## config.mk

```make
export PLATFORM = sky130hd
export DESIGN_NAME = blsq_regs
export DESIGN_NICKNAME = d
export VERILOG_FILES = /design/src/design/blsq_pkg.sv /design/src/design/blsq_regs.sv
export SDC_FILE = /design/constraint.sdc
export NUM_CORES = 1
export LEC_CHECK = 0
export ABC_AREA = 1
export BUFFER_PORTS_ARGS = -buffer_cell sky130_fd_sc_hd__buf_4
export CORE_UTILIZATION = 50
export DETAILED_ROUTE_END_ITERATION = 8
export GPL_TIMING_DRIVEN = 0
export PLACE_DENSITY = 0.87
export SKIP_CTS_REPAIR_TIMING = 1
export SYNTH_ARGS = -nofsm -noshare
export SYNTH_HDL_FRONTEND = slang
export SYNTH_SLANG_ARGS = --single-unit
```

## constraint.sdc

```tcl
create_clock -name clk_i -period 2.2 [get_ports clk_i]
set_input_delay 0.33 -clock clk_i [delete_from_list [all_inputs] [get_ports clk_i]]
set_output_delay 0.33 -clock clk_i [all_outputs]
set_load 0.02 [all_outputs]
```

## src/design/blsq_pkg.sv

```systemverilog
`timescale 1ns / 1ps

package blsq_pkg;

  // Default sizing
  parameter int LED_MAX_DEF    = 8;
  parameter int PHASE_BITS_DEF = 10;

  // Breathing step and period limits (ms)
  parameter int STEP_MS   = 20;
  parameter int PERIOD_LO = 500;
  parameter int PERIOD_HI = 5000;

  // Q30 coefficients of sin(pi/4 * a), a in [0,1]
  parameter longint K1 = 64'sd843314857;
  parameter longint K3 = -64'sd86699834;
  parameter longint K5 = 64'sd2674041;
  parameter longint K7 = -64'sd39273;

  // Curve word one, Q1.16
  parameter int CURVE_ONE = 65536;

  // Configuration port
  parameter int ADDR_W = 5;
  parameter int DATA_W = 32;

  typedef enum logic [2:0] {
    REG_PERIOD  = 3'd0,
    REG_MIN     = 3'd1,
    REG_MAX     = 3'd2,
    REG_REVERSE = 3'd3,
    REG_FORWARD = 3'd4,
    REG_COUNT   = 3'd5,
    REG_MASK    = 3'd6
  } reg_idx_e;

  // Register reset values
  parameter logic [12:0] PERIOD_RST  = 13'd2000;
  parameter logic [7:0]  MIN_RST     = 8'd0;
  parameter logic [7:0]  MAX_RST     = 8'd255;
  parameter logic        REVERSE_RST = 1'b0;
  parameter logic        FORWARD_RST = 1'b1;
  parameter logic [3:0]  COUNT_RST   = 4'd8;
  parameter logic [7:0]  MASK_RST    = 8'd255;

  typedef struct packed {
    logic [12:0] period_ms;
    logic [7:0]  min_level;
    logic [7:0]  max_level;
    logic        reverse_phase;
    logic        advance_forward;
    logic [3:0]  led_count;
    logic [7:0]  pwm_mask;
  } blsq_cfg_t;

endpackage

```

## src/design/blsq_regs.sv

```systemverilog
`timescale 1ns / 1ps

module blsq_regs (
  input  logic                         clk_i,
  input  logic                         rst_ni,
  input  logic                         psel,
  input  logic                         penable,
  input  logic                         pwrite,
  input  logic [blsq_pkg::ADDR_W-1:0]  paddr,
  input  logic [blsq_pkg::DATA_W-1:0]  pwdata,
  output logic [blsq_pkg::DATA_W-1:0]  prdata,
  output logic                         pready,
  output blsq_pkg::blsq_cfg_t          cfg_o
);

  blsq_pkg::blsq_cfg_t cfg_q;
  logic                wr_en;
  logic [2:0]          reg_sel;

  assign pready  = 1'b1;
  assign wr_en   = psel & penable & pwrite;
  assign reg_sel = paddr[4:2];
  assign cfg_o   = cfg_q;

  // Write registers on the access phase
  always_ff @(posedge clk_i or negedge rst_ni) begin
    if (!rst_ni) begin
      cfg_q.period_ms       <= blsq_pkg::PERIOD_RST;
      cfg_q.min_level       <= blsq_pkg::MIN_RST;
      cfg_q.max_level       <= blsq_pkg::MAX_RST;
      cfg_q.reverse_phase   <= blsq_pkg::REVERSE_RST;
      cfg_q.advance_forward <= blsq_pkg::FORWARD_RST;
      cfg_q.led_count       <= blsq_pkg::COUNT_RST;
      cfg_q.pwm_mask        <= blsq_pkg::MASK_RST;
    end else if (wr_en) begin
      case (reg_sel)
        blsq_pkg::REG_PERIOD:  cfg_q.period_ms       <= pwdata[12:0];
        blsq_pkg::REG_MIN:     cfg_q.min_level       <= pwdata[7:0];
        blsq_pkg::REG_MAX:     cfg_q.max_level       <= pwdata[7:0];
        blsq_pkg::REG_REVERSE: cfg_q.reverse_phase   <= pwdata[0];
        blsq_pkg::REG_FORWARD: cfg_q.advance_forward <= pwdata[0];
        blsq_pkg::REG_COUNT:   cfg_q.led_count       <= pwdata[3:0];
        blsq_pkg::REG_MASK:    cfg_q.pwm_mask        <= pwdata[7:0];
        default: ;
      endcase
    end
  end

  // Read back
  always_comb begin
    prdata = '0;
    case (reg_sel)
      blsq_pkg::REG_PERIOD:  prdata = {19'd0, cfg_q.period_ms};
      blsq_pkg::REG_MIN:     prdata = {24'd0, cfg_q.min_level};
      blsq_pkg::REG_MAX:     prdata = {24'd0, cfg_q.max_level};
      blsq_pkg::REG_REVERSE: prdata = {31'd0, cfg_q.reverse_phase};
      blsq_pkg::REG_FORWARD: prdata = {31'd0, cfg_q.advance_forward};
      blsq_pkg::REG_COUNT:   prdata = {28'd0, cfg_q.led_count};
      blsq_pkg::REG_MASK:    prdata = {24'd0, cfg_q.pwm_mask};
      default:               prdata = '0;
    endcase
  end

endmodule

```

* Word level (Yosys, flattened, before mapping)
Cells that the tools add are included.
Cells by class: equality and inequality tests 6, muxes and demuxes 1, bitwise logic cells 2, reductions and logical operators 8
Operators with widths (count):
- 13-bit one-hot mux with 7 select lines | 1
- 2-bit AND reduction | 7
- 3-bit == test (second input constant) | 3
- 3-bit by 2-bit == test with 1-bit output (second input constant) | 2
- 3-bit by 1-bit == test with 1-bit output (second input constant) | 1
- 3-bit logical NOT | 1
- 1-bit AND | 2
Word-level totals: register bits 43, logic and storage cells 24

* Logic depth before layout (Yosys ltp)
Gate-level depths: netlist of run 1.
word-level depth 3, gate-level depth with buffers 8, gate-level depth less buffers 6

* Worst setup path after synthesis of run 1
OpenSTA, ideal clock, no wires.
path kind input to output, from input paddr[2] (netlist name), to output prdata[10] (netlist name), data arrival time 1.110 ns, setup slack 0.760 ns, cell stages on the path 5, path buffers 2, cells stage by stage buf_4 -> nor2_4 -> nand2_4 -> buf_6 -> nor2_1
On the way: longest elaborated chain between the ends 2, elaborated cells between the ends (all ways) 8, those cells by class eq/ne (6); mux (1); reduce/logical (1)
Ends and longest elaborated chain:
- from (decl) | line blsq_regs.sv:9 | input logic [blsq_pkg::ADDR_W-1:0] paddr,
- 3-bit == test, or another cell as far along | line blsq_regs.sv:52 | case (reg_sel)
- 13-bit one-hot mux with 7 select lines * | line blsq_regs.sv:52
- to (decl) | line blsq_regs.sv:11 | output logic [blsq_pkg::DATA_W-1:0] prdata,
Every way passes the cells marked *; elsewhere a longest branch is shown, timed or not.

* Final worst setup path of run 1
from input paddr[2] (netlist name), to output prdata[3] (netlist name)
The elaborated chain is that of the path after synthesis.

==> results of run 1 <==
[where the power goes]
group          internal [mW]  leakage (nW)  switching [mW]
Combinational          0.371          1.18           0.537
Sequential              1.01         0.494           0.135
Clock                  0.367        0.0612           0.276
Total                   1.75          1.73           0.948
[layout make-up]
class,count,area [µm²],area share [%]
buffer,34,264,8.02
clock buffer,6,82.6,2.51
clock inverter,2,35.0,1.06
inverter,22,100,3.04
multi-input combinational,208,1070,32.5
sequential,43,1110,33.6
tap,67,83.8,2.55
timing repair buffer,73,548,16.7
[Yosys cell counts, drive strengths merged]
cell	instances	area, µm²
a21oi	1	5.00
buf	33	260
clkbuf	1	3.75
conb	2	7.51
dfrtp	19	475
dfstp	24	631
inv	22	100
nand2	88	353
nand3	15	105
nand4	22	138
nor2	17	110
nor3	2	21.3
o21ai	43	264
[metal layers]
layer	wire length, µm	GRT usage (%)
met1	2490	34.2
met2	3190	42.0
met3	593	5.00
met4	194	12.2
met5	0	0
[through the flow]
| stage | total power [mW] | setup WS (ns) |
|---|---|---|
| 4_1_cts | 2.70 | 0.558 |
| 6_report | 2.69 | 0.550 |
| 2_1_floorplan | 1.65 | 0.760 |
| 5_1_grt | 2.82 | 0.446 |
| 3_5_place_dp | 2.05 | 0.561 |
| 3_3_place_gp | 2.03 | 0.582 |
[worst register-to-register path, delay by kind of cell, from the launching register on]
| family | cells | cell delay [ns] |
|---|---|---|
| flip-flops | 1 | 0.56 |
| AO/OA/AOI/OAI | 1 | 0.17 |
| buffers and inverters | 1 | 0.05 |
[cells by family (layout without fill, tap and decap cells)]
| logic type | after synthesis | in the layout | share of synthesized area [%] |
|---|---|---|---|
| and+or+nand+nor | 144 | 144 | 29.4 |
| buffers and inverters | 56 | 137 | 14.7 |
| AOI/OAI and AO/OA | 44 | 44 | 10.9 |
| other | 2 | 20 | 0.304 |
| DFF | 43 | 43 | 44.7 |
[path summary, 6_finish.rpt]
kind                              to  slack (ns)  depth (start not counted)
max                        prdata[3]        0.55                          8
min                        cfg_o[29]       0.003                          1
max reg2reg                 cfg_o[4]        1.35                          2
min reg2reg                 cfg_o[0]        0.49                          2
max in group asynchronous  cfg_o[15]        1.82                          1
min in group clk_i         cfg_o[41]        0.23                          3
==> metrics.log, run 1 <==
INFO  metric floorplan.core_area = 0.00475 mm²
INFO  metric grt_pass1_wl = 10,400 µm
INFO  metric synth.yosys.warnings = 0
INFO  metric outcome = finished clean
INFO  metric average_instance_area_after_synthesis = 8.56 µm²
INFO  metric critical-path-slowest-cell = sky130_fd_sc_hd__buf_4
INFO  metric dieHeight = 72.3 µm
INFO  metric critical_path.top_delay_family = buffers and inverters
INFO  metric finalWeightedCongestion = 0.871
INFO  metric postPlaceCellArea = 0.00317 mm²
INFO  metric grt_max_degree = 44
INFO  metric first_global_vias = 2,149
INFO  metric dpl.hpwl = 4690 µm
INFO  metric critPathKind = in -> out
INFO  metric cts_tree = done
INFO  metric power.ir.vdd_worst = 0.576 mV
INFO  metric max_reg_flops = 43
INFO  metric die_extent_in_x = 72.3 µm
INFO  metric nets = 429
INFO  metric fin_crit = 1.65 ns
INFO  metric synth.ff_latch_count = 43
INFO  metric clock_sinks = 43
INFO  metric layout_commonest_cell = sky130_fd_sc_hd__buf_4
INFO  metric htreeDepth = 2
INFO  metric fp.dieArea = 0.00523 mm²
INFO  metric maxClockFrequency = 606 MHz
INFO  metric routed_wire_length_per_instance = 14.2 µm
INFO  metric drt_iter0_drc = 129
INFO  metric critical_path.n_buffers_inverters = 4
INFO  metric globalRoute.totalOverflow = 0
INFO  metric start_util = 52.0%
INFO  metric max_cap_violations = 0
INFO  metric timing.critical_path.required = 1.87 ns
INFO  metric areaGrowthSynthToFinish = 33.0%
INFO  metric detail-route-antenna-nets = 0
INFO  metric diodes = 0
INFO  metric vias = 2,340
INFO  metric final.period_utilization = 75.0%
INFO  metric layout.cells.non_filler = 455
INFO  metric power_density = 819 mW/mm²
INFO  metric r2r-start = cfg_o[4]
INFO  metric tightestPinTransition = 0.526 ns
INFO  metric fin_hold_ws = 0.00271 ns
INFO  metric min-delay-path-class = in -> async
INFO  metric post-route-drc-count = 0
INFO  metric unrepaired_setup_endpoints_after_global_routing = false
INFO  metric syn-instance-count = 289
INFO  metric post-place-cells = 447
INFO  metric cp_cell_instances = buf_4 > inv_2 > buf_4 > nand4_1 > nand2_1 > nor2_1 > nand2_1 > buf_4
INFO  metric drive_gt1_share = 43.6%
INFO  metric worst_ep_arrival_time = 1.32 ns
INFO  metric io_pins = 118
INFO  metric cp-startpoint = paddr[2]
INFO  metric detail_route.first_pass.iterations = 4
INFO  metric antenna_found_initial = 0
INFO  metric slew_headroom = 64.9%
INFO  metric finish.utilization = 69.2%
INFO  metric final.setup.tns = 0 ns
INFO  metric placement.io_buffers = 73
INFO  metric post_drt_via_cell_ratio = 5.14
INFO  metric finalHoldViolCount = 0
INFO  metric drv_slew = 0
INFO  metric fillers = 400
INFO  metric critPathLaunchType = primary input
INFO  metric syn_area = 0.00247 mm²
INFO  metric critical_path.most_common_cell = sky130_fd_sc_hd__buf_4
INFO  metric cts_root_buffer = sky130_fd_sc_hd__clkbuf_8
INFO  metric final_cell_mix = sky130_fd_sc_hd__buf_4, sky130_fd_sc_hd__nand2_1, sky130_fd_sc_hd__o21ai_0
INFO  metric timing.final.setup_violations = 0
INFO  metric numCtsBuffers = 5
INFO  metric timing.critical_path.to_type = primary output
INFO  metric path_max_fanout = 10
INFO  metric grt_usage = 26.1%
INFO  metric synth.lib_cells_used.distinct = 27
INFO  metric route.final.wire_length = 6460 µm
INFO  metric finalClockSkew = 0 ns
INFO  metric critPathMaxStageDelay = 0.19 ns
INFO  metric row_count = 25
INFO  metric clkSlewWorstSetupHoldPaths = 0.08 ns
INFO  metric synth_sequential_area_ratio = 44.7%
INFO  metric clk_latency = 0.30 ns
INFO  metric final_area = 0.00329 mm²
INFO  metric power.leakage = 1.73 nW
INFO  metric cts.path.max_buffers = 2
Power figures use the tool's default switching activity.
==> run 2, diff against run 1 <==
CORE_UTILIZATION = 47   (was 50)
PLACE_DENSITY = 0.83   (was 0.87)
clock period = 1.6 ns   (was 2.2 ns; I/O delays follow)
==> metrics.log, run 2 (synthesis results as in run 1) <==
INFO  metric outcome = finished clean
INFO  metric cts.path.max_buffers = 2 (unchanged)
INFO  metric htreeDepth = 2 (unchanged)
INFO  metric critical_path.most_common_cell = sky130_fd_sc_hd__nand2_1
INFO  metric first_global_vias = 2,122 (-1.3%)
INFO  metric globalRoute.totalOverflow = 0 (unchanged)
INFO  metric final_area = 0.00332 mm² (+0.95%)
INFO  metric power.leakage = 1.75 nW (+0.82%)
INFO  metric cp_cell_instances = nand4_1 > nand2_1 > nor2_1 > nand2_1 > buf_4
INFO  metric io_pins = 118 (unchanged)
INFO  metric numCtsBuffers = 5 (unchanged)
INFO  metric power.ir.vdd_worst = 0.718 mV (+25%)
INFO  metric worst_ep_arrival_time = 1.32 ns (about the same)
INFO  metric netSwitchingPower = 1.31 mW (+39%)
INFO  metric timing.critical_path.required = 1.36 ns (-0.51 ns)
INFO  metric slew_headroom = 63.2% (-1.7 points)
INFO  metric grt_pass1_wl = 10,400 µm (-0.13%)
INFO  metric antenna_found_initial = 0 (unchanged)
INFO  metric critical_path.top_delay_family = flip-flops
INFO  metric timing.critical_path.to_type = primary output
INFO  metric diodes = 0 (unchanged)
INFO  metric postPlaceCellArea = 0.00318 mm² (+0.12%)
INFO  metric drv_slew = 0 (unchanged)
INFO  metric die_extent_in_x = 74.5 µm (+3.1%)
INFO  metric min-delay-path-class = in -> reg
INFO  metric nets = 432 (+0.70%)
INFO  metric floorplan.core_area = 0.00507 mm² (+6.7%)
INFO  metric comb_power_share = 34.0% (+0.3 points)
INFO  metric detail-route-antenna-nets = 0 (unchanged)
INFO  metric post-place-cells = 450 (+0.67%)
INFO  metric post_drt_via_cell_ratio = 4.98 (-3.1%)
INFO  metric final_cell_mix = sky130_fd_sc_hd__buf_4, sky130_fd_sc_hd__nand2_1, sky130_fd_sc_hd__o21ai_0
INFO  metric tightestPinTransition = 0.552 ns (+0.0260 ns)
INFO  metric post-route-drc-count = 0 (unchanged)
INFO  metric fin_crit = 1.56 ns
INFO  metric place_ws = 0.128 ns (-0.432 ns)
INFO  metric critPathKind = reg -> out
INFO  metric max_cap_violations = 0 (unchanged)
INFO  metric cts_tree = done
INFO  metric areaGrowthSynthToFinish = 34.3%
INFO  metric fin_hold_ws = 0.152 ns (+0.150 ns)
INFO  metric seq_power_share = 42.0% (-0.4 points)
INFO  metric route.final.wire_length = 6480 µm (+0.25%)
INFO  metric p_int = 2.41 mW (+38%)
INFO  metric dpl.hpwl = 4900 µm (+4.5%)
INFO  metric clock_sinks = 43 (unchanged)
INFO  metric routed_wire_length_per_instance = 14.0 µm (-1.1%)
INFO  metric clk_latency = 0.29 ns (about the same)
INFO  metric dieHeight = 74.5 µm (+3.1%)
INFO  metric power_density = 1120 mW/mm² (+37%)
INFO  metric final.period_utilization = 97.2%
INFO  metric critical-path-slowest-cell = sky130_fd_sc_hd__dfstp_2
INFO  metric grt_max_degree = 44 (unchanged)
INFO  metric cts_root_buffer = sky130_fd_sc_hd__clkbuf_8
INFO  metric finalWeightedCongestion = 0.862 (-1.1%)
INFO  metric grt_usage = 25.5% (-0.67 points)
INFO  metric path_max_fanout = 3 (-7)
INFO  metric vias = 2,298 (-1.8%)
INFO  metric max_reg_flops = 43 (unchanged)
INFO  metric netSwitchingFraction = 35.2% (+0.054 points)
INFO  metric critical_path.n_buffers_inverters = 1 (-3)
INFO  metric placement.io_buffers = 73 (unchanged)
INFO  metric finalClockSkew = 0 ns (unchanged)
INFO  metric finalHoldViolCount = 0 (unchanged)
INFO  metric timing.final.setup_violations = 0 (unchanged)
INFO  metric critPathLaunchType = flop
INFO  metric drt_iter0_drc = 176 (+36%)
INFO  metric row_count = 26 (+4.0%)
INFO  metric power.share.clock = 24.0% (about the same)
INFO  metric maxClockFrequency = 643 MHz
INFO  metric drive_gt1_share = 44.0% (+0.43 points)
INFO  metric start_util = 48.7% (-3.3 points)
INFO  metric fin_ws = 0.0444 ns (-0.506 ns)
INFO  metric fp.dieArea = 0.00556 mm² (+6.2%)
INFO  metric clkSlewWorstSetupHoldPaths = 0.08 ns (about the same)
INFO  metric layout_commonest_cell = sky130_fd_sc_hd__buf_4
INFO  metric layout.cells.non_filler = 461 (+1.3%)
INFO  metric detail_route.first_pass.iterations = 5 (+1)
INFO  metric critPathMaxStageDelay = 0.55 ns (+0.36 ns)
## run 2: changes by cell type in the layout (fill, tap and decap cells not counted)
cell	previous run	this run
sky130_fd_sc_hd__buf_4	96	98
sky130_fd_sc_hd__dlygate4sd3_1	0	1
sky130_fd_sc_hd__nor2_1	12	11
sky130_fd_sc_hd__nor2_2	0	1
## run 2: final cells by class
| cell class | instances | area, µm² |
|---|---|---|
| Buffer | 34 | 264 |
| Clock buffer | 6 | 82.6 |
| Clock inverter | 2 | 35.0 |
| Fill cell | 452 | 1750 |
| Inverter | 22 | 100 |
| Multi-Input combinational cell | 208 | 1070 |
| Sequential cell | 43 | 1110 |
| Tap cell | 70 | 87.6 |
| Timing Repair Buffer | 76 | 573 |
## run 2: layer usage
| metal | track usage, % | part of all wire (%) | vias up |
|---|---|---|---|
| li1 | - | - | 1108 |
| met1 | 32.9 | 40 | 1078 |
| met2 | 42.7 | 50 | 104 |
| met3 | 6.23 | 8.9 | 8 |
| met4 | 6.71 | 1.3 | 0 |
| met5 | 0 | 0 | - |
## run 2: worst paths after layout
check | endpoint | from | slack (ns) | cells after the start
min in group asynchronous | cfg_o[26] | rst_ni | 0.47 | 2
setup / recovery | prdata[2] | cfg_o[2] | 0.04 | 5
max in group asynchronous | cfg_o[11] | rst_ni | 0.74 | 2
setup reg to reg | cfg_o[39] | cfg_o[39] | 0.70 | 2
hold / removal | cfg_o[38] | pwdata[8] | 0.15 | 3
hold reg to reg | cfg_o[20] | cfg_o[20] | 0.49 | 2
## run 2: through the flow
stage	power (mW)	utilization [%]	setup TNS, ns
final	3.73	65.5	0
after global routing	3.91	65.5	-0.0399
after CTS	3.72	64.9	0
after detailed placement	2.83	62.6	0
after global placement	2.80	62.6	0
after floorplan	2.27	-	0
## run 2: tightest hold or removal path: cells and delay by family
family | cells | cell delay (ns)
AOI/OAI and AO/OA | 1 | 0.06
and+or+nand+nor | 1 | 0.04
buffers and inverters | 1 | 0.08
## run 2: power by group through the flow
stage | logic [mW] | clock network (mW) | registers, mW
2_1_floorplan | 0.458 | 0 | 1.81
3_3_place_gp | 1.22 | 0 | 1.58
3_5_place_dp | 1.25 | 0 | 1.58
4_1_cts | 1.26 | 0.902 | 1.57
5_1_grt | 1.37 | 0.944 | 1.59
6_report | 1.27 | 0.894 | 1.56
