==> config.mk <==
export PLATFORM = sky130hd
export DESIGN_NAME = blsq_seq_flat
export DESIGN_NICKNAME = d
export VERILOG_FILES = /design/src/design/blsq_pkg.sv /design/src/design/blsq_if.sv /design/src/design/blsq_mul.sv /design/src/design/blsq_seq.sv /design/src/flat_wrapper.sv
export SDC_FILE = /design/constraint.sdc
export NUM_CORES = 2
export LEC_CHECK = 0
export BUFFER_PORTS_ARGS = -buffer_cell sky130_fd_sc_hd__buf_4
export CAP_MARGIN = 20
export CORE_UTILIZATION = 39
export CTS_CLUSTER_SIZE = 40
export DETAILED_ROUTE_END_ITERATION = 8
export PLACE_DENSITY = 0.65
export SYNTH_ARGS = -nofsm -noshare
export SYNTH_HDL_FRONTEND = slang
export SYNTH_SLANG_ARGS = --single-unit
==> constraint.sdc <==
create_clock -name clk_i -period 23.9 [get_ports clk_i]
set_clock_uncertainty 0.15 [all_clocks]
set_input_delay 1.195 -clock clk_i [delete_from_list [all_inputs] [get_ports clk_i]]
set_output_delay 1.195 -clock clk_i [all_outputs]
set_load 0.005 [all_outputs]
==> src/design/blsq_pkg.sv <==
`timescale 1ns / 1ps

package blsq_pkg;

  // Default sizing
  parameter int LED_MAX_DEF    = 8;
  parameter int PHASE_BITS_DEF = 10;

  // Breathing step and period limits (ms)
  parameter int STEP_MS   = 20;
  parameter int PERIOD_LO = 500;
  parameter int PERIOD_HI = 5000;

  // Q30 coefficients of sin(pi/4 * a), a in [0,1]
  parameter longint K1 = 64'sd843314857;
  parameter longint K3 = -64'sd86699834;
  parameter longint K5 = 64'sd2674041;
  parameter longint K7 = -64'sd39273;

  // Curve word one, Q1.16
  parameter int CURVE_ONE = 65536;

  // Configuration port
  parameter int ADDR_W = 5;
  parameter int DATA_W = 32;

  typedef enum logic [2:0] {
    REG_PERIOD  = 3'd0,
    REG_MIN     = 3'd1,
    REG_MAX     = 3'd2,
    REG_REVERSE = 3'd3,
    REG_FORWARD = 3'd4,
    REG_COUNT   = 3'd5,
    REG_MASK    = 3'd6
  } reg_idx_e;

  // Register reset values
  parameter logic [12:0] PERIOD_RST  = 13'd2000;
  parameter logic [7:0]  MIN_RST     = 8'd0;
  parameter logic [7:0]  MAX_RST     = 8'd255;
  parameter logic        REVERSE_RST = 1'b0;
  parameter logic        FORWARD_RST = 1'b1;
  parameter logic [3:0]  COUNT_RST   = 4'd8;
  parameter logic [7:0]  MASK_RST    = 8'd255;

  typedef struct packed {
    logic [12:0] period_ms;
    logic [7:0]  min_level;
    logic [7:0]  max_level;
    logic        reverse_phase;
    logic        advance_forward;
    logic [3:0]  led_count;
    logic [7:0]  pwm_mask;
  } blsq_cfg_t;

endpackage

==> src/design/blsq_if.sv <==
`timescale 1ns / 1ps

// Elapsed-time channel
interface blsq_in_if;
  logic       valid;
  logic       ready;
  logic [7:0] elapsed_ms;

  modport source (output valid, output elapsed_ms, input ready);
  modport sink   (input valid, input elapsed_ms, output ready);
endinterface

// LED drive channel
interface blsq_out_if;
  logic       valid;
  logic       ready;
  logic [2:0] led_index;
  logic [7:0] level;
  logic       switch_on;
  logic       uses_pwm;
  logic       clear_others;

  modport source (output valid, output led_index, output level, output switch_on,
                  output uses_pwm, output clear_others, input ready);
  modport sink   (input valid, input led_index, input level, input switch_on,
                  input uses_pwm, input clear_others, output ready);
endinterface

==> src/design/blsq_mul.sv <==
`timescale 1ns / 1ps

module blsq_mul (
  input  logic               clk_i,
  input  logic signed [31:0] op_a_i,
  input  logic signed [31:0] op_b_i,
  input  logic               en_i,
  output logic signed [63:0] prod_o
);

  logic signed [63:0] prod_q;

  assign prod_o = prod_q;

  // Register the product of the shared multiplier
  always_ff @(posedge clk_i) begin
    if (en_i) begin
      prod_q <= op_a_i * op_b_i;
    end
  end

endmodule

==> src/design/blsq_seq.sv <==
`timescale 1ns / 1ps

module blsq_seq #(
  parameter int LED_MAX    = blsq_pkg::LED_MAX_DEF,
  parameter int PHASE_BITS = blsq_pkg::PHASE_BITS_DEF
) (
  input  logic                clk_i,
  input  logic                rst_ni,
  input  blsq_pkg::blsq_cfg_t cfg_i,
  blsq_in_if.sink             in_ch,
  blsq_out_if.source          out_ch
);

  localparam int NMAX  = (LED_MAX < 15) ? LED_MAX : 15;
  localparam int ACT_W = (NMAX > 1) ? $clog2(NMAX) : 1;
  localparam int CNT_W = $clog2(PHASE_BITS);
  localparam int ASH   = 18 - PHASE_BITS;
  localparam logic [3:0]            NCAP    = 4'(NMAX);
  localparam logic [PHASE_BITS-1:0] HALF    = PHASE_BITS'(1 << (PHASE_BITS - 1));
  localparam logic [PHASE_BITS-1:0] QUARTER = PHASE_BITS'(1 << (PHASE_BITS - 2));
  localparam logic [CNT_W-1:0]      CNT_TOP = CNT_W'(PHASE_BITS - 1);

  typedef enum logic [15:0] {
    S_IDLE  = 16'b0000_0000_0000_0001,
    S_DIV   = 16'b0000_0000_0000_0010,
    S_FOLD  = 16'b0000_0000_0000_0100,
    S_SQA   = 16'b0000_0000_0000_1000,
    S_K7    = 16'b0000_0000_0001_0000,
    S_ACC5  = 16'b0000_0000_0010_0000,
    S_MUL5  = 16'b0000_0000_0100_0000,
    S_ACC3  = 16'b0000_0000_1000_0000,
    S_MUL3  = 16'b0000_0001_0000_0000,
    S_ACC1  = 16'b0000_0010_0000_0000,
    S_MULA  = 16'b0000_0100_0000_0000,
    S_SVAL  = 16'b0000_1000_0000_0000,
    S_MULS  = 16'b0001_0000_0000_0000,
    S_WORD  = 16'b0010_0000_0000_0000,
    S_MULL  = 16'b0100_0000_0000_0000,
    S_LEVEL = 16'b1000_0000_0000_0000
  } state_e;

  // Signed division by 65536 rounding toward zero
  function automatic logic signed [63:0] tdiv16(input logic signed [63:0] x);
    logic signed [63:0] t;
    t = x >>> 16;
    if (x[63] && (x[15:0] != 16'd0)) begin
      t = t + 64'sd1;
    end
    return t;
  endfunction

  state_e state_q, state_d;

  // Architectural state
  logic [8:0]       accum_q, accum_d;
  logic [12:0]      phase_q, phase_d;
  logic [ACT_W-1:0] active_q, active_d;

  // Working registers
  logic [12:0]            per_q, per_d;
  logic [7:0]             lo_q, lo_d;
  logic [7:0]             hi_q, hi_d;
  logic [12:0]            rem_q, rem_d;
  logic [PHASE_BITS-1:0]  quo_q, quo_d;
  logic [CNT_W-1:0]       cnt_q, cnt_d;
  logic                   wrap_q, wrap_d;
  logic                   flip_q, flip_d;
  logic [16:0]            arg_q, arg_d;
  logic [16:0]            a2_q, a2_d;
  logic signed [31:0]     p_q, p_d;
  logic [30:0]            s_q, s_d;
  logic [16:0]            word_q, word_d;

  // Output register
  logic       out_valid_q, out_valid_d;
  logic [2:0] out_idx_q, out_idx_d;
  logic [7:0] out_level_q, out_level_d;
  logic       out_on_q, out_on_d;
  logic       out_pwm_q, out_pwm_d;
  logic       out_clr_q, out_clr_d;

  // Shared multiplier
  logic signed [31:0] mul_a, mul_b;
  logic               mul_en;
  logic signed [63:0] prod;

  blsq_mul u_mul (
    .clk_i  (clk_i),
    .op_a_i (mul_a),
    .op_b_i (mul_b),
    .en_i   (mul_en),
    .prod_o (prod)
  );

  // Step logic signals
  logic              in_xfer;
  logic [3:0]        n_led;
  logic [8:0]        sum;
  logic [12:0]       per_c, cc;
  logic [13:0]       fwd_sum;
  logic [3:0]        act4, act_cur, act_new;
  logic [13:0]       rem2;
  logic              div_ge;
  logic [PHASE_BITS-1:0] u_val, q_neg, arg_f;
  logic signed [63:0] t_val;
  logic [18:0]       sq;
  logic [16:0]       word_v;
  logic [8:0]        lvl_sum;
  logic [8:0]        mid;
  logic [3:0]        act_out;

  assign in_ch.ready = (state_q == S_IDLE);
  assign in_xfer     = in_ch.valid & in_ch.ready;

  assign out_ch.valid        = out_valid_q;
  assign out_ch.led_index    = out_idx_q;
  assign out_ch.level        = out_level_q;
  assign out_ch.switch_on    = out_on_q;
  assign out_ch.uses_pwm     = out_pwm_q;
  assign out_ch.clear_others = out_clr_q;

  always_comb begin
    // Hold by default
    state_d     = state_q;
    accum_d     = accum_q;
    phase_d     = phase_q;
    active_d    = active_q;
    per_d       = per_q;
    lo_d        = lo_q;
    hi_d        = hi_q;
    rem_d       = rem_q;
    quo_d       = quo_q;
    cnt_d       = cnt_q;
    wrap_d      = wrap_q;
    flip_d      = flip_q;
    arg_d       = arg_q;
    a2_d        = a2_q;
    p_d         = p_q;
    s_d         = s_q;
    word_d      = word_q;
    out_valid_d = out_valid_q & ~out_ch.ready;
    out_idx_d   = out_idx_q;
    out_level_d = out_level_q;
    out_on_d    = out_on_q;
    out_pwm_d   = out_pwm_q;
    out_clr_d   = out_clr_q;
    mul_a       = '0;
    mul_b       = '0;
    mul_en      = 1'b0;

    // Strip size and step arithmetic
    n_led   = (cfg_i.led_count > NCAP) ? NCAP : cfg_i.led_count;
    sum     = accum_q + 9'(in_ch.elapsed_ms);
    per_c   = (cfg_i.period_ms < 13'(blsq_pkg::PERIOD_LO)) ? 13'(blsq_pkg::PERIOD_LO) :
              (cfg_i.period_ms > 13'(blsq_pkg::PERIOD_HI)) ? 13'(blsq_pkg::PERIOD_HI) :
              cfg_i.period_ms;
    cc      = (phase_q > per_c) ? per_c : phase_q;
    fwd_sum = {1'b0, phase_q} + 14'(blsq_pkg::STEP_MS);
    act4    = 4'(active_q);
    act_cur = (act4 >= n_led) ? 4'd0 : act4;
    act_new = act_cur;

    // Divider step
    rem2   = {rem_q, 1'b0};
    div_ge = (rem2 >= {1'b0, per_q});

    // Fold the phase index onto the first quarter
    q_neg = '0 - quo_q;
    u_val = (quo_q <= HALF) ? quo_q : q_neg;
    arg_f = (u_val <= QUARTER) ? u_val : (HALF - u_val);

    t_val   = tdiv16(prod);
    sq      = prod[62:44];
    word_v  = flip_q ? 17'(blsq_pkg::CURVE_ONE - int'(sq)) : sq[16:0];
    lvl_sum = {1'b0, lo_q} + prod[24:16];
    mid     = ({1'b0, lo_q} + {1'b0, hi_q}) >> 1;
    act_out = 4'(active_q);

    case (state_q)
      S_IDLE: begin
        if (in_xfer && (n_led != 4'd0)) begin
          if (sum < 9'(blsq_pkg::STEP_MS)) begin
            accum_d = sum;
          end else begin
            accum_d = '0;
            per_d   = per_c;
            lo_d    = cfg_i.min_level;
            hi_d    = (cfg_i.max_level < cfg_i.min_level) ? cfg_i.min_level
                                                          : cfg_i.max_level;
            // Step the phase counter
            if (cfg_i.reverse_phase) begin
              if (cc < 13'(blsq_pkg::STEP_MS)) begin
                phase_d = cc + per_c - 13'(blsq_pkg::STEP_MS);
                wrap_d  = 1'b1;
              end else begin
                phase_d = cc - 13'(blsq_pkg::STEP_MS);
                wrap_d  = 1'b0;
              end
            end else begin
              if (fwd_sum >= {1'b0, per_c}) begin
                phase_d = '0;
                wrap_d  = 1'b1;
              end else begin
                phase_d = fwd_sum[12:0];
                wrap_d  = 1'b0;
              end
            end
            // Move the active LED on a wrap
            if (wrap_d) begin
              if (cfg_i.advance_forward) begin
                act_new = (act_cur + 4'd1 == n_led) ? 4'd0 : act_cur + 4'd1;
              end else begin
                act_new = (act_cur == 4'd0) ? n_led - 4'd1 : act_cur - 4'd1;
              end
            end
            active_d = ACT_W'(act_new);
            rem_d    = phase_d;
            quo_d    = '0;
            cnt_d    = CNT_TOP;
            state_d  = S_DIV;
          end
        end
      end
      S_DIV: begin
        rem_d = div_ge ? 13'(rem2 - {1'b0, per_q}) : rem2[12:0];
        quo_d = {quo_q[PHASE_BITS-2:0], div_ge};
        cnt_d = cnt_q - CNT_W'(1);
        if (cnt_q == '0) begin
          state_d = S_FOLD;
        end
      end
      S_FOLD: begin
        flip_d  = (u_val > QUARTER);
        arg_d   = 17'(arg_f) << ASH;
        state_d = S_SQA;
      end
      S_SQA: begin
        mul_a   = 32'(arg_q);
        mul_b   = 32'(arg_q);
        mul_en  = 1'b1;
        state_d = S_K7;
      end
      S_K7: begin
        a2_d    = prod[32:16];
        mul_a   = 32'(blsq_pkg::K7);
        mul_b   = 32'(prod[32:16]);
        mul_en  = 1'b1;
        state_d = S_ACC5;
      end
      S_ACC5: begin
        p_d     = 32'(blsq_pkg::K5 + t_val);
        state_d = S_MUL5;
      end
      S_MUL5: begin
        mul_a   = p_q;
        mul_b   = 32'(a2_q);
        mul_en  = 1'b1;
        state_d = S_ACC3;
      end
      S_ACC3: begin
        p_d     = 32'(blsq_pkg::K3 + t_val);
        state_d = S_MUL3;
      end
      S_MUL3: begin
        mul_a   = p_q;
        mul_b   = 32'(a2_q);
        mul_en  = 1'b1;
        state_d = S_ACC1;
      end
      S_ACC1: begin
        p_d     = 32'(blsq_pkg::K1 + t_val);
        state_d = S_MULA;
      end
      S_MULA: begin
        mul_a   = p_q;
        mul_b   = 32'(arg_q);
        mul_en  = 1'b1;
        state_d = S_SVAL;
      end
      S_SVAL: begin
        // Clamp the sine term at zero
        s_d     = t_val[63] ? '0 : t_val[30:0];
        state_d = S_MULS;
      end
      S_MULS: begin
        mul_a   = 32'(s_q);
        mul_b   = 32'(s_q);
        mul_en  = 1'b1;
        state_d = S_WORD;
      end
      S_WORD: begin
        word_d  = word_v;
        state_d = S_MULL;
      end
      S_MULL: begin
        mul_a   = 32'(hi_q - lo_q);
        mul_b   = 32'(word_q);
        mul_en  = 1'b1;
        state_d = S_LEVEL;
      end
      S_LEVEL: begin
        // Load the result once the output register is free
        if (!out_valid_q || out_ch.ready) begin
          out_valid_d = 1'b1;
          out_idx_d   = act_out[2:0];
          out_level_d = lvl_sum[7:0];
          out_on_d    = ({1'b0, lvl_sum[7:0]} > mid);
          out_pwm_d   = ~act_out[3] & cfg_i.pwm_mask[act_out[2:0]];
          out_clr_d   = wrap_q;
          state_d     = S_IDLE;
        end
      end
      default: begin
        state_d = S_IDLE;
      end
    endcase
  end

  // Control state
  always_ff @(posedge clk_i or negedge rst_ni) begin
    if (!rst_ni) begin
      state_q     <= S_IDLE;
      accum_q     <= '0;
      phase_q     <= '0;
      active_q    <= '0;
      out_valid_q <= 1'b0;
    end else begin
      state_q     <= state_d;
      accum_q     <= accum_d;
      phase_q     <= phase_d;
      active_q    <= active_d;
      out_valid_q <= out_valid_d;
    end
  end

  // Datapath and payload
  always_ff @(posedge clk_i) begin
    per_q       <= per_d;
    lo_q        <= lo_d;
    hi_q        <= hi_d;
    rem_q       <= rem_d;
    quo_q       <= quo_d;
    cnt_q       <= cnt_d;
    wrap_q      <= wrap_d;
    flip_q      <= flip_d;
    arg_q       <= arg_d;
    a2_q        <= a2_d;
    p_q         <= p_d;
    s_q         <= s_d;
    word_q      <= word_d;
    out_idx_q   <= out_idx_d;
    out_level_q <= out_level_d;
    out_on_q    <= out_on_d;
    out_pwm_q   <= out_pwm_d;
    out_clr_q   <= out_clr_d;
  end

endmodule

==> src/flat_wrapper.sv <==
// flat-port wrapper written by rule: the top's interface ports become plain ports
module blsq_seq_flat 
#(
  parameter int LED_MAX    = blsq_pkg::LED_MAX_DEF,
  parameter int PHASE_BITS = blsq_pkg::PHASE_BITS_DEF
)
  (clk_i, rst_ni, cfg_i, in_ch_valid, in_ch_elapsed_ms, in_ch_ready, out_ch_valid, out_ch_led_index, out_ch_level, out_ch_switch_on, out_ch_uses_pwm, out_ch_clear_others, out_ch_ready);
  blsq_in_if in_ch_i ();
  blsq_out_if out_ch_i ();
  input  logic clk_i;
  input  logic rst_ni;
  input  blsq_pkg::blsq_cfg_t cfg_i;
  input wire logic [$bits(in_ch_i.valid)-1:0] in_ch_valid;
  input wire logic [$bits(in_ch_i.elapsed_ms)-1:0] in_ch_elapsed_ms;
  output wire logic [$bits(in_ch_i.ready)-1:0] in_ch_ready;
  output wire logic [$bits(out_ch_i.valid)-1:0] out_ch_valid;
  output wire logic [$bits(out_ch_i.led_index)-1:0] out_ch_led_index;
  output wire logic [$bits(out_ch_i.level)-1:0] out_ch_level;
  output wire logic [$bits(out_ch_i.switch_on)-1:0] out_ch_switch_on;
  output wire logic [$bits(out_ch_i.uses_pwm)-1:0] out_ch_uses_pwm;
  output wire logic [$bits(out_ch_i.clear_others)-1:0] out_ch_clear_others;
  input wire logic [$bits(out_ch_i.ready)-1:0] out_ch_ready;
  assign in_ch_i.valid = in_ch_valid;
  assign in_ch_i.elapsed_ms = in_ch_elapsed_ms;
  assign in_ch_ready = in_ch_i.ready;
  assign out_ch_valid = out_ch_i.valid;
  assign out_ch_led_index = out_ch_i.led_index;
  assign out_ch_level = out_ch_i.level;
  assign out_ch_switch_on = out_ch_i.switch_on;
  assign out_ch_uses_pwm = out_ch_i.uses_pwm;
  assign out_ch_clear_others = out_ch_i.clear_others;
  assign out_ch_i.ready = out_ch_ready;
  blsq_seq #(.LED_MAX(LED_MAX), .PHASE_BITS(PHASE_BITS)) u_core (.clk_i(clk_i), .rst_ni(rst_ni), .cfg_i(cfg_i), .in_ch(in_ch_i), .out_ch(out_ch_i));
endmodule
# [Yosys cells after proc, flatten, opt, wreduce, memory -nomap -nowiden]
# Cells that the tools add are included.
[totals] regBits=284 input_bits=55 output_inout_bits=16 wordCells=151
[classes] addsub=20 n_mul=1 order_cmp=15 eq_ne=21 n_mux=47 bitwise=4 n_reduce_logical=19
[ops] operator="one-hot mux 16 bit (16 select lines)" count=1
[ops] operator="one-hot mux 32 bit (5 select lines)" count=1
[ops] operator="one-hot mux 31 bit (5 select lines)" count=1
[ops] operator="two-way mux 13 bit" count=9
[ops] operator="one-hot mux 32 bit (3 select lines)" count=1
[ops] operator="multiplier 32 x 32 -> 64 bit" count=1
[ops] operator="two-way mux 16 bit" count=4
[ops] operator="two-way mux 64 bit" count=1
[ops] operator="adder 48 x 2 -> 49 bit (second input constant)" count=1
[ops] operator="adder 23 x 32 -> 32 bit (first input constant)" count=1
[ops] operator="adder 28 x 32 -> 32 bit (first input constant)" count=1
[ops] operator="adder 31 x 32 -> 32 bit (first input constant)" count=1
[ops] operator="two-way mux 10 bit" count=3
[ops] operator="greater-or-equal comparator 14 x 13 -> 1 bit" count=2
[ops] operator="one-hot mux 13 bit (2 select lines)" count=1
[ops] operator="subtractor 13 x 5 -> 13 bit (second input constant)" count=2
[ops] operator="one-hot mux 10 bit (2 select lines)" count=1
[ops] operator="two-way mux 9 bit" count=2
[ops] operator="two-way mux 17 bit" count=1
[ops] operator="subtractor 17 bit (first input constant)" count=1
[ops] operator="== test 16 x 1 -> 1 bit (second input constant)" count=1
[ops] operator="== test 16 x 10 -> 1 bit (second input constant)" count=1
[ops] operator="== test 16 x 11 -> 1 bit (second input constant)" count=1
[ops] operator="== test 16 x 12 -> 1 bit (second input constant)" count=1
[ops] operator="other kinds (62)" count=87

# [Longest topological paths before layout]
[depth] depth_word=12 ltp_mapped=44 mapped_depth_nobuf=41

# [Hierarchy]
# A second synthesis with hierarchy kept.
[hier_totals] hier_cells=5932 area_unflattened_um2=55788.5
[by_module_without_submodules] mod="blsq_mul" n_inst=1 cells_each=4028 area_per_inst_um2=38390.6
[by_module_without_submodules] mod="blsq_seq" n_inst=1 cells_each=1904 area_per_inst_um2=17397.9

# [Least setup slack after synthesis]
# No wires, ideal clock.
[synth_timing] path_kind="reg2reg" startpoint="reg u_core.state_q[7]" endpoint="reg u_core.u_mul.prod_q[63] (netlist: u_core.u_mul.prod_o[63]), data pin" setup_ps=280 arrival_time_ps=9437 t_required_ps=23470 setup_slack_ps=14033 stages_incl_launch_ff=39 path_cell_list="dfrtp_1 > buf_2 > nor4_2 > and2_1 > nand2_1 > or3_1 > or3b_1 > a211o_1 > and2_1 > buf_2 > buf_6 > nand2_2 > buf_4 > nand2_1 > fa_1 > inv_1 > fa_1 > inv_1 > [3 not listed] > inv_1 > fa_1 > inv_1 > fa_1 > fa_1 > fa_1 > ha_1 > nand2_1 > o21ai_0 > nor2_1 > a2111o_1 > or2_2 > o21ai_1 > o2111ai_1 > and3_1 > o311ai_1 > a2111o_1 > o211ai_1"
[synth_via] elab_chain_len=4 elab_cells_between_ends=13 cone_classes="mul (1); eq/ne (7); mux (2); reduce/logical (3)"
[synth_rtl] element="start, declared" line="blsq_seq.sv:52" source="state_e state_q, state_d;"
[synth_rtl] element="start signal, assigned" line="blsq_seq.sv:328" source="state_q <= state_d;"
[synth_rtl] element="== test 16 x 7 -> 1 bit, or another cell as far along" line="blsq_seq.sv:179" source="case (state_q)"
[synth_rtl] element="OR reduction 3 bit (no source line) / OR reduction 2 bit (equally long branches)"
[synth_rtl] element="one-hot mux 32 bit (5 select lines) / one-hot mux 31 bit (5 select lines) (equally long branches)" line="blsq_seq.sv:179"
[synth_rtl] element="multiplier 32 x 32 -> 64 bit (*)" line="blsq_mul.sv:18" source="prod_q <= op_a_i * op_b_i;"
[synth_rtl] element="end signal, assigned" line="blsq_mul.sv:18"
[synth_rtl] element="end, declared" line="blsq_mul.sv:11" source="logic signed [63:0] prod_q;"
# Mark *: on every way between the ends. The rest lies on a longest branch, timed or not.
# A chain may end at the register's enable or synchronous reset.

# [Final worst setup path]
[layout_timing] startpoint="reg u_core.state_q[2]" endpoint="reg u_core.u_mul.prod_q[63] (netlist: u_core.u_mul.prod_o[63]), data pin"
# The elaborated chain is that of the path after synthesis.

==> impl.org <==
** Finish
- Once layout is done, the placed cells without fillers occupy 0.0574 mm^2.
- The library cells used most frequently in the layout, excluding fill and tap cells, are sky130_fd_sc_hd__inv_1 (1135), sky130_fd_sc_hd__fa_1 (1055), sky130_fd_sc_hd__nor2_1 (707), sky130_fd_sc_hd__nand2_1 (651), sky130_fd_sc_hd__ha_1 (326).
- The multi-input combinational cells in the finished layout cover a total of 0.0401 mm^2.
- Antenna diode instance count :: 0
- In the final layout, the share of cells above drive strength 1 is 0.0609.
- Relative area change from synthesis to final layout :: 7.06%
- Number of nets in the finished design :: 7123
- The sequential cells in the finished layout cover a total of 0.00832 mm^2.
- The layout has 13152 filler cells.
- The library cell used most frequently in the layout, excluding fill and tap cells, is sky130_fd_sc_hd__inv_1.

** Floorplan
- In this run the core area contains 135 standard-cell rows.
- Chip Height :: 373 um
- Area of the core region :: 0.136 mm^2
- Measured along the x axis, the die boundary spans 373 um.
- The die covers 0.139 mm^2.
- For this design the top-level I/O count stands at 71.
- The initial utilization of the core area, before any placement, comes to 0.395.

** Logic synthesis
- Of the total synthesized cell area, the portion taken by XOR and XNOR cells is 0.0399.
- Flip-flop and latch count after synthesis :: 284
- The most used flip-flop cell after synthesis is sky130_fd_sc_hd__edfxtp_1.
- The area fraction in compound gates after synthesis was 0.0790.
- Synthesized area per cell :: 9.40 um^2
- Adder-cell share of the synthesized area :: 0.470
- In this run, synthesis inferred 242 flip-flops with an integrated enable.
- Main combinational cell family by area after synthesis :: adder cells
- Count of unique library cells instantiated by Yosys :: 111
- Number of warning messages in the yosys log :: 0
- The mapped netlist covers 0.0537 mm^2.
- Leading area contributor after synthesis :: sky130_fd_sc_hd__fa_1
- Post-synthesis instance total :: 5711
- Share of the synthesized area in the top cell type :: 0.394
- Post-synthesis share of cell area spent on and, or, nand and nor gates :: 0.145
- Mux cell area share after synthesis :: 0.00979
- By area the synthesized netlist is led by sky130_fd_sc_hd__fa_1 (39%), sky130_fd_sc_hd__edfxtp_1 (14%), sky130_fd_sc_hd__inv_1 (7.9%), sky130_fd_sc_hd__ha_1 (7.6%), sky130_fd_sc_hd__nor2_1 (5.0%).
- Synth async-reset ratio :: 0.148
- Share of synthesized area occupied by flip-flops and latches :: 0.155

** Pwr
- Switching share of power :: 0.421
- Cell internal power was estimated by the tool at 1760 uW.
- Dividing total power by cell area gives a power density of 52.8 mW/mm^2.
- The worst-case IR drop observed on VDD is 0.146 mV.
- Of the total power, the clock network draws 0.175.
- Switching power :: 1280 uW
- Part of the total power dissipated in sequential elements :: 0.232
- Of the total power, combinational logic draws 0.593.
- The analysis attributes to cell leakage a power of 0.0271 uW.

** Worst setup path
- CP Launch Type :: register
- The number of cells on the worst reg-to-reg path is 35.
- Required time of the critical path :: 24070 ps
- Capturing element type of the critical path :: register
- Along the worst path, the maximum fanout reaches 26.
- Startpoint-to-endpoint class of the critical path :: register to register
- Data on the critical path arrives at its endpoint at 12530 ps.
- CP max stage delay :: 850 ps
- On the critical path, the stage with the largest delay is an instance of sky130_fd_sc_hd__nand2_1.
- Crit-path most repeated cell :: sky130_fd_sc_hd__fa_1

** Clocking
- Hold repair after CTS inserted 0 buffers.
- CTS sink cnt :: 284
- Clock tree synthesis selected as its root buffer the cell sky130_fd_sc_hd__clkbuf_16.
- Max Root-Sink Buffers :: 3
- Clock transition at path regs :: 60 ps
- TritonCTS clock tree :: done
- In this run the post-CTS setup repair buffer count came out at 0.
- In this run the number of H-tree levels came out at 1.
- The clock reaches the later pin of the worst-skew pair after 600 ps.
- Number of buffers inserted during clock tree synthesis :: 31
- Count of instances resized after the clock tree is built :: 0

** Routing
- Number of nets with antenna violations after detailed routing :: 0
- Initial DRC count :: 3342
- Detailed-route wire length per cell :: 21.1 um
- Total number of vias :: 40025
- Routed WL :: 158000 um
- In the routed design, unresolved DRC markers number 0.
- Length of the first detailed-routing pass in iterations :: 6
- Post-detailed-route via-to-cell ratio :: 5.34

** Global routing
- Overflow left after global routing :: 0
- Via count of the first global-routing pass :: 41829
- Initial antenna violation count :: 1
- In the global route stage, overall resource usage came out at 0.231.
- The first global-routing pass estimated 247000 um of wire.
- For met1 alone, demand over resource in global routing was 0.306.
- Pin count of the biggest net entering global routing :: 66
- Layer carrying the most global-route usage :: met2
- For this run, global-route usage on met3 was measured as 0.0378.
- Fraction of met2 tracks used by global routing :: 0.375

** Worst hold path
- Min-delay worst type :: register to register
- Along the worst hold path, the cell count comes to 0.

** Timing
- Unrepaired setup endpoints after global routing :: no
- Final Hold Fails :: 0
- Setup violations remaining at the end of the flow were counted as 0.
- Setup TNS :: 0 ps
- Of the available clock period, the critical path in the final layout requires 0.517.
- At the pin with the least slew margin, the transition time is 1190 ps.
- The worst path needs 12370 ps of the cycle, external delays included.
- The count of final max-slew check failures came to 0.
- For this run, the top clock speed supported by timing is 80.9 MHz.
- The worst pin sits at a relative slew slack of 0.206.

** Job
- The tool flagged a number of max-cap violations equal to 0.

** Run status
- The flow ran to the end, and the final reports show no timing, DRC or antenna violations.

** Placement
- The HPWL after detailed placement is 127000 um.
- During placement, the flow inserted port buffers numbering 70.
- The placed instances occupy a cell area of 0.0563 mm^2.
- Weighted congestion at the end of routability-driven global placement :: 0.949
[synthesized netlist by cell type (42+ instances only)]
| cell type | n |
|---|---|
| sky130_fd_sc_hd__fa_1 | 1055 |
| sky130_fd_sc_hd__edfxtp_1 | 242 |
| sky130_fd_sc_hd__buf_2 | 65 |
| sky130_fd_sc_hd__nand2_1 | 653 |
| sky130_fd_sc_hd__and3_1 | 46 |
| sky130_fd_sc_hd__and2_1 | 42 |
| sky130_fd_sc_hd__nand3_1 | 54 |
| sky130_fd_sc_hd__ha_1 | 326 |
| sky130_fd_sc_hd__clkbuf_1 | 158 |
| sky130_fd_sc_hd__a21o_1 | 57 |
| sky130_fd_sc_hd__xor2_1 | 65 |
| sky130_fd_sc_hd__o21ai_0 | 100 |
| sky130_fd_sc_hd__nor3_1 | 45 |
| sky130_fd_sc_hd__inv_1 | 1135 |
| sky130_fd_sc_hd__a21oi_1 | 161 |
| sky130_fd_sc_hd__nor2_1 | 708 |
| sky130_fd_sc_hd__xnor2_1 | 163 |
[path summary, 6_finish.rpt]
kind                                                from                                    to  slack (ps)
hold / removal                   u_core.wrap_q$_DFFE_PP_  u_core.out_ch.clear_others$_DFFE_PP_         280
setup / recovery           u_core.state_q[2]$_DFFE_PN0P_     u_core.u_mul.prod_o[63]$_DFFE_PP_       11530
hold reg to reg                  u_core.wrap_q$_DFFE_PP_  u_core.out_ch.clear_others$_DFFE_PP_         280
setup reg to reg           u_core.state_q[2]$_DFFE_PN0P_     u_core.u_mul.prod_o[63]$_DFFE_PP_       11530
max in group asynchronous                         rst_ni        u_core.state_q[13]$_DFFE_PN0P_       22750
min in group asynchronous                         rst_ni         u_core.phase_q[1]$_DFFE_PN0P_         430
[power by group through the flow]
| stage | combinational [uW] | clock, uW | sequential [uW] |
|---|---|---|---|
| 3_5_place_dp | 1810 | 0 | 713 |
| 5_1_grt | 2050 | 560 | 711 |
| 6_report | 1800 | 532 | 704 |
| 4_1_cts | 1820 | 541 | 703 |
| 3_3_place_gp | 1770 | 0 | 712 |
| 2_1_floorplan | 1450 | 0 | 686 |
[flip-flops by register name, summed over array words and instances, names as in the netlist, 10 cells and up]
register             count
u_core.a2_q             17
u_core.p_q              32
u_core.per_q            13
u_core.phase_q          13
u_core.quo_q            10
u_core.rem_q            13
u_core.s_q              31
u_core.state_q          16
u_core.u_mul.prod_o     64
u_core.word_q           17
[final cells by class]
cell class	instances	share of cell area
Inverter	1143	0.0747
Clock inverter	24	0.00542
Multi-Input combinational cell	4060	0.698
Sequential cell	284	0.145
Timing Repair Buffer	167	0.0239
Clock buffer	34	0.0142
Tap cell	1781	0.0388
[routing by layer]
| metal | vias to the layer above | routed length [um] |
|---|---|---|
| li1 | 17671 | - |
| met2 | 1642 | 73800 |
| met4 | 2 | 7300 |
| met5 | - | 10 |
| met3 | 324 | 13600 |
| met1 | 20386 | 63500 |
[worst max-delay path: cells and delay by family (launching register included)]
family          cells  cell delay [ps]
compound gates      8             2470
fa+ha+maj           9             4490
buf+inv             6              500
flops               1              450
simple gates       12             3990
[stage by stage]
step | power, uW | hold slack, ps | setup slack [ps] | util | cells
after floorplan | 2130 | 250 | 14030 | - | 5738
after global placement | 2490 | 260 | 11670 | 0.413 | 7429
after detailed placement | 2520 | 261 | 11640 | 0.414 | 7434
after CTS | 3060 | 278 | 11570 | 0.422 | 7492
after global routing | 3320 | 291 | 10940 | 0.422 | 7493
final | 3040 | 277 | 11530 | 0.422 | 7493
[cell families after synthesis]
family,Yosys count
fa+ha+maj,1381
flops,284
mux,48
compound gates,601
xor+xnor,236
simple gates,1765
buf+inv,1394
other cells,2
(Power assumes the default switching activity.)
